**config.mk**
```make
export PLATFORM = sky130hd
export DESIGN_NAME = protobuf_field_encoder
export DESIGN_NICKNAME = d
export VERILOG_FILES = /design/src/pbfe_pkg.sv /design/src/pbfe_digit_sreg.sv /design/src/protobuf_field_encoder.sv
export VERILOG_INCLUDE_DIRS = /design/src /design/src/src
export SDC_FILE = /design/constraint.sdc
export NUM_CORES = 1
export LEC_CHECK = 0
export BUFFER_PORTS_ARGS = -buffer_cell sky130_fd_sc_hd__buf_2
export CAP_MARGIN = 20
export CELL_PAD_IN_SITES_DETAIL_PLACEMENT = 0
export CELL_PAD_IN_SITES_GLOBAL_PLACEMENT = 1
export CORE_ASPECT_RATIO = 1.25
export CORE_UTILIZATION = 50
export CTS_CLUSTER_DIAMETER = 150
export DETAILED_ROUTE_END_ITERATION = 10
export PLACE_DENSITY = 0.83
export SYNTH_ARGS = -nofsm -noshare
export SYNTH_HDL_FRONTEND = slang
export SYNTH_SLANG_ARGS = --single-unit
export TNS_END_PERCENT = 30
```
**constraint.sdc**
```tcl
create_clock -name clk_i -period 5.35 [get_ports clk_i]
set_input_delay 0 -clock clk_i [delete_from_list [all_inputs] [get_ports clk_i]]
set_output_delay 0 -clock clk_i [all_outputs]
set_load 0.02 [all_outputs]
```
**src/assert_macros.svh**
```systemverilog
// ---------------------------------------------------------------------------
// assert_macros.svh
// Concurrent assertion helpers, compiled out when SYNTH is defined.
// ---------------------------------------------------------------------------
`ifndef ASSERT_MACROS_SVH
`define ASSERT_MACROS_SVH

`ifndef SYNTH

// Property must hold at every clock edge outside reset.
`define ASSERT_PROP(lbl, clk, rst_n, prop) \
  lbl: assert property (@(posedge clk) disable iff (!rst_n) prop) \
    else $error("assertion failed");

// Condition must never be true outside reset.
`define ASSERT_NEVER(lbl, clk, rst_n, cond) \
  lbl: assert property (@(posedge clk) disable iff (!rst_n) !(cond)) \
    else $error("forbidden condition seen");

`else

`define ASSERT_PROP(lbl, clk, rst_n, prop)
`define ASSERT_NEVER(lbl, clk, rst_n, cond)

`endif

`endif

```
**src/pbfe_pkg.sv**
```systemverilog
// ---------------------------------------------------------------------------
// pbfe_pkg
// Types and constants shared by the wire-format field encoder.
// ---------------------------------------------------------------------------
package pbfe_pkg;

  localparam int unsigned ValueWidth  = 64;
  localparam int unsigned FieldWidth  = 29;
  localparam int unsigned ByteWidth   = 8;
  localparam int unsigned FixedBytes  = 8;
  localparam int unsigned FixCntWidth = 3;

  // Opcodes other than OP_PAYLOAD double as wire types for the tag
  localparam logic [1:0] OP_VARINT  = 2'd0;
  localparam logic [1:0] OP_FIXED64 = 2'd1;
  localparam logic [1:0] OP_LENGTH  = 2'd2;
  localparam logic [1:0] OP_PAYLOAD = 2'd3;

  typedef struct packed {
    logic [1:0]            opcode;
    logic [FieldWidth-1:0] field_no;
    logic [ValueWidth-1:0] value;
  } pbfe_item_t;

  typedef struct packed {
    logic [ByteWidth-1:0] byte_out;
    logic                 last;
  } pbfe_result_t;

  // Shift register control from the sequencer
  typedef struct packed {
    logic load;
    logic shift;
    logic by8;
  } pbfe_sreg_ctrl_t;

endpackage

```
**src/pbfe_digit_sreg.sv**
```systemverilog
// ---------------------------------------------------------------------------
// pbfe_digit_sreg
// 64-bit shift register, one 7-bit group or one byte out per cycle while shift is set.
// ---------------------------------------------------------------------------
module pbfe_digit_sreg
  import pbfe_pkg::*;
(
  input  logic                  clk_i,
  input  pbfe_sreg_ctrl_t       ctrl_i,
  input  logic [ValueWidth-1:0] load_data_i,
  output logic [ByteWidth-1:0]  digit_o,
  output logic                  more_o
);

  logic [ValueWidth-1:0] data_q, data_d;

  always_comb begin
    data_d = data_q;
    if (ctrl_i.load) begin
      data_d = load_data_i;
    end else if (ctrl_i.shift) begin
      data_d = ctrl_i.by8 ? (data_q >> 8) : (data_q >> 7);
    end
  end

  always_ff @(posedge clk_i) begin
    data_q <= data_d;
  end

  assign digit_o = data_q[ByteWidth-1:0];
  // varint continuation: anything left above the current group
  assign more_o  = |data_q[ValueWidth-1:7];

endmodule

```
**src/protobuf_field_encoder.sv**
```systemverilog
// ---------------------------------------------------------------------------
// protobuf_field_encoder
// Serialises wire-format fields (tag + varint / fixed64 / length) and payload to bytes.
// ---------------------------------------------------------------------------
//  channel  | handshake              | payload
//  ---------+------------------------+----------------------
//  item     | start_i high, busy_o low | item_i  (pbfe_item_t)
//  result   | strobe_o, one cycle    | result_o (pbfe_result_t)
//
// One byte per cycle once the tag starts, from a single 64-bit digit shift
// register: the tag first, then the value reloaded from a holding register.
// A payload item is one byte, out in the cycle after the transfer; a field's
// first byte passes the shift register, then the result register. busy_o
// drops with the last byte on the port. Reset clears the sequencer and the
// result strobe; results cannot be held off, so nothing stalls.
// ---------------------------------------------------------------------------
`include "assert_macros.svh"

module protobuf_field_encoder
  import pbfe_pkg::*;
(
  input  logic         clk_i,
  input  logic         rst_ni,
  input  logic         start_i,
  output logic         busy_o,
  input  pbfe_item_t   item_i,
  output logic         strobe_o,
  output pbfe_result_t result_o
);

  typedef enum logic [1:0] {
    ST_IDLE,
    ST_TAG,
    ST_VAR,
    ST_FIX
  } state_e;

  state_e                 state_q;
  logic [1:0]             op_q;
  logic [ValueWidth-1:0]  value_q;
  logic [FixCntWidth-1:0] cnt_q;
  logic                   strobe_q;
  pbfe_result_t           result_q;

  pbfe_sreg_ctrl_t        sreg_ctrl;
  logic [ValueWidth-1:0]  sreg_load;
  logic [ByteWidth-1:0]   digit;
  logic                   more;
  logic                   accept;
  logic [ValueWidth-1:0]  tag_word;

  assign accept   = start_i && (state_q == ST_IDLE);
  assign tag_word = {32'd0, item_i.field_no, 1'b0, item_i.opcode};

  always_comb begin
    sreg_ctrl = '0;
    sreg_load = tag_word;
    case (state_q)
      ST_IDLE: begin
        sreg_ctrl.load = accept && (item_i.opcode != OP_PAYLOAD);
      end
      ST_TAG: begin
        if (more) begin
          sreg_ctrl.shift = 1'b1;
        end else begin
          sreg_ctrl.load = 1'b1;
          sreg_load      = value_q;
        end
      end
      ST_VAR: begin
        sreg_ctrl.shift = 1'b1;
      end
      ST_FIX: begin
        sreg_ctrl.shift = 1'b1;
        sreg_ctrl.by8   = 1'b1;
      end
      default: begin
        sreg_ctrl = '0;
      end
    endcase
  end

  pbfe_digit_sreg u_sreg (
    .clk_i       (clk_i),
    .ctrl_i      (sreg_ctrl),
    .load_data_i (sreg_load),
    .digit_o     (digit),
    .more_o      (more)
  );

  // holding register for the value while the tag goes out
  always_ff @(posedge clk_i) begin
    if (accept) begin
      op_q    <= item_i.opcode;
      value_q <= item_i.value;
    end
  end

  always_ff @(posedge clk_i or negedge rst_ni) begin
    if (!rst_ni) begin
      state_q  <= ST_IDLE;
      cnt_q    <= '0;
      strobe_q <= 1'b0;
      result_q <= '0;
    end else begin
      strobe_q <= 1'b0;
      case (state_q)
        ST_IDLE: begin
          if (accept) begin
            if (item_i.opcode == OP_PAYLOAD) begin
              strobe_q          <= 1'b1;
              result_q.byte_out <= item_i.value[ByteWidth-1:0];
              result_q.last     <= 1'b1;
            end else begin
              state_q <= ST_TAG;
            end
          end
        end
        ST_TAG: begin
          strobe_q          <= 1'b1;
          result_q.byte_out <= {more, digit[6:0]};
          result_q.last     <= 1'b0;
          cnt_q             <= '0;
          if (!more) begin
            state_q <= (op_q == OP_FIXED64) ? ST_FIX : ST_VAR;
          end
        end
        ST_VAR: begin
          strobe_q          <= 1'b1;
          result_q.byte_out <= {more, digit[6:0]};
          result_q.last     <= !more;
          if (!more) begin
            state_q <= ST_IDLE;
          end
        end
        ST_FIX: begin
          strobe_q          <= 1'b1;
          result_q.byte_out <= digit;
          result_q.last     <= (cnt_q == FixCntWidth'(FixedBytes - 1));
          cnt_q             <= cnt_q + 1'b1;
          if (cnt_q == FixCntWidth'(FixedBytes - 1)) begin
            state_q <= ST_IDLE;
          end
        end
        default: begin
          state_q <= ST_IDLE;
        end
      endcase
    end
  end

  assign busy_o   = (state_q != ST_IDLE);
  assign strobe_o = strobe_q;
  assign result_o = result_q;

  // a payload byte comes out alone, marked last, with the block free again
  `ASSERT_PROP(a_payload_single, clk_i, rst_ni,
    (start_i && !busy_o && item_i.opcode == OP_PAYLOAD) |=>
      (strobe_o && result_o.last && !busy_o))
  // the cycle after a field transfer is busy but quiet, ahead of its first tag byte
  `ASSERT_PROP(a_field_busy, clk_i, rst_ni,
    (start_i && !busy_o && item_i.opcode != OP_PAYLOAD) |=> (busy_o && !strobe_o))
  // the eighth fixed64 byte closes the item
  `ASSERT_PROP(a_fix_last, clk_i, rst_ni,
    (state_q == ST_FIX && cnt_q == FixCntWidth'(FixedBytes - 1)) |=>
      (strobe_o && result_o.last && !busy_o))
  // no byte is flagged last while the sequencer still has bytes to send
  `ASSERT_NEVER(a_last_while_busy, clk_i, rst_ni,
    strobe_o && result_o.last && busy_o && $past(state_q) != ST_IDLE)

endmodule
```
==> results.toml <==
[setup_path]
r2r_end = "value_q[7]$_DFFE_PN_"
slowest_stage = "nor2_1"
slowest_delay_ns = 0.83
crit_fanout = 35
path_depth = 3
r2r-start = "state_q[0]$_DFFE_PN0P_"
cp.arrival_ns = 3.09
start_kind = "register"
rrSetupSlack_ns = 2.32
reg2reg_depth = 3
critical_path_buf_inv_count = 1
worst_path_dominant_cell_family = "simple AND/OR/NAND/NOR gates"
worstSetupEndpointType = "register"
cp_cell_sequence = "nor2_1, and2_2, buf_4"
crit_required_ns = 5.41
worstSetupPathType = "reg2reg"

[placed_design]
preCtsSetupSlack_ns = 2.19
place_congestion = 0.769
dp_cells = 654
hpwl_microns = 8710
portBuffers = 108

[yosys]
synth_ff_type = "edfxtp_1"
seq_area_frac_synth = 0.667
synth_area_leaders = "edfxtp_1 (61%), mux2_2 (11%), dfrtp_1 (5.9%), mux2i_1 (5.3%), a21o_1 (3.7%)"
synth_top_area_cell = "edfxtp_1"
syn_inst = 400
syn_avg_cell_area_sq_um = 16.0
synth_nets = 500
mappedNetlistArea_sq_um = 6410
ys_warn_count = 0
synth_edf_count = 130
yosys.cell_count.top_type = "edfxtp_1"
yosysTopAreaCellShare = 0.609
synth_seq_cells = 145
yosys-top-cells-count = "edfxtp_1 (130), mux2_2 (62), mux2i_1 (34)"
yosysUniqueCellTypes = 32
async_reset_ff_frac = 0.103

[timing]
fmax_ghz = 0.330
hold_viol = 0
finalCriticalPeriod_ns = 3.03
setup_violations = 0
relSlewSlack = 0.282
rsz0062_at_grt = "false"
skew_ns = 0.00955
worst_pin_slew_ns = 1.08
finalCritPeriodShare = 0.566
slew_viol_final = 0
worst_slack_ns = 2.32
tns_ns = 0

[pwr]
pwr_density_cell_nw_per_um2 = 444
p_int_uw = 2750
ir_drop_mv = 0.254
p_leak_uw = 0.00350
power_frac_clock = 0.301
p_sw_frac = 0.277
power.net_switching_uw = 1060
p_comb_frac = 0.227
seq_power_share = 0.472

[clock_tree]
cts_tree = "built"
cts_sinks = 145
post_cts.repair.setup_buffers = 0
ctsRootBufferMaster = "clkbuf_16"
cts_inserted_buffers = 17
cts_resized = 0
clk_path_buf_depth = 2
h-tree-depth = 4
cts.hold.buffers_added = 94
path_clk_slew_ns = 0.06
clk_latency_ns = 0.42

[grt]
grt-ovfl-total = 0
grt_pass1_vias = 4323
grtUsageTotal = 0.240
grt_max_degree = 66
antenna_found_initial = 0
grt_pass1_wl_microns = 22700

[cells_and_area]
n_fill_cell = 828
multi_input_area_sq_um = 1980
utilization = 0.696
layout-drive-gt1-share = 0.350
diodes = 0
synthToLayoutAreaGrowth_pct = 33.7
seqCellArea_sq_um = 4280
layout.nets = 704
finalNonFillerCells = 781

[floorplanning]
die_x_microns = 103
coreArea_sq_um = 12300
initial_core_util = 0.520
rows = 45
die_h_microns = 129
fp.dieArea_sq_um = 13300
num_io_pins = 109

[route]
ant_nets = 0
wl_per_cell_microns = 18.9
viasPerCell = 5.38
dr.pass1.iters = 5
vias = 4201
postRouteWirelength_microns = 14700
drt-initial-drc-count = 278
drc = 0

[worst_hold_path]
min_path_type = "in2async"

[job]
maxCapViolCount = 0

[status]
outcome = "complete, no violations"
stage by stage:
| step | area, sq um | power [uW] | hold slack (ns) |
|---|---|---|---|
| detailed placement | 7060 | 2610 | -0.0785 |
| CTS | 8570 | 3810 | 0.000314 |
| global route | 8580 | 3980 | 0.0246 |
| global placement | 7060 | 2580 | -0.0841 |
| floorplan | 6410 | 2350 | -0.296 |
| finish | 8580 | 3810 | 0.00724 |
power by group through the flow:
stage / combinational [uW] / clock, uW / sequential, uW
2_1_floorplan: 578 / 0 / 1770
3_3_place_gp: 781 / 0 / 1800
3_5_place_dp: 801 / 0 / 1810
4_1_cts: 861 / 1150 / 1800
5_1_grt: 946 / 1200 / 1830
6_report: 864 / 1150 / 1800
layer usage:
metal | wire (microns) | vias up | track usage | part of all wire
met5 | 0 | - | 0 | 0
met4 | 247 | 0 | 0.0795 | 0.017
met3 | 535 | 18 | 0.0521 | 0.036
met2 | 7740 | 115 | 0.421 | 0.52
met1 | 6220 | 2080 | 0.292 | 0.42
li1 | - | 1988 | - | -
how the worst max path moves through the flow:
stage,to,start
floorplan,op_q[0]$_DFFE_PN_,state_q[1]$_DFFE_PN0P_
global placement,u_sreg.data_q[39]$_DFFE_PP_,u_sreg.data_q[63]$_SDFFCE_PP0P_
detailed placement,u_sreg.data_q[33]$_DFFE_PP_,u_sreg.data_q[63]$_SDFFCE_PP0P_
CTS,u_sreg.data_q[58]$_SDFFCE_PP0P_,u_sreg.data_q[63]$_SDFFCE_PP0P_
global route,value_q[7]$_DFFE_PN_,state_q[0]$_DFFE_PN0P_
finish,value_q[7]$_DFFE_PN_,state_q[0]$_DFFE_PN0P_
worst register-to-register path, cell delays in order (launching register included):
cell	delay [ns]
dfrtp_1	0.49
nor2_1	0.83
and2_2	0.78
buf_4	0.55
cell families after synthesis:
logic type	share of synthesized area
buffers and inverters	0.0250
and+or+nand+nor	0.0519
DFF	0.667
xor gates and xnor gates	0.00137
muxes	0.162
AOI/OAI and AO/OA	0.0889
adders and majority gates	0.00390
flip-flops by register name, indices dropped and copies added (netlist names):
signal         flops
cnt_q              3
op_q               2
result_o           9
state_q            2
strobe_o           1
u_sreg.data_q     64
value_q           64
placed cells by master, fill, tap and decap left out, types with 2 or more instances in the layout:
| cell | count |
|---|---|
| clkinv_2 | 5 |
| mux2i_1 | 34 |
| o2bb2ai_2 | 2 |
| nand2b_1 | 2 |
| clkinv_4 | 2 |
| nand3_1 | 4 |
| o221ai_1 | 2 |
| clkinvlp_4 | 2 |
| o2bb2ai_1 | 24 |
| inv_6 | 2 |
| buf_2 | 108 |
| edfxtp_1 | 130 |
| nor2_1 | 2 |
| clkbuf_16 | 17 |
| and2_1 | 8 |
| nand4_1 | 4 |
| dfrtp_1 | 15 |
| dlygate4sd3_1 | 94 |
| nor4_1 | 11 |
| nand2_1 | 16 |
| and2_2 | 2 |
| inv_1 | 4 |
| mux2_2 | 62 |
| a21o_1 | 31 |
| o21ai_0 | 9 |
| buf_4 | 5 |
| ha_1 | 2 |
| nor4_2 | 3 |
| bufinv_16 | 2 |
layout make-up:
class                      instances  share of cell area
clock buffer                      18              0.0500
sequential                       145               0.499
tap                              164              0.0239
multi-input combinational        228               0.231
timing repair buffer             208               0.178
inverter                           4             0.00175
clock inverter                    14              0.0162
(Power assumes the default switching activity.)
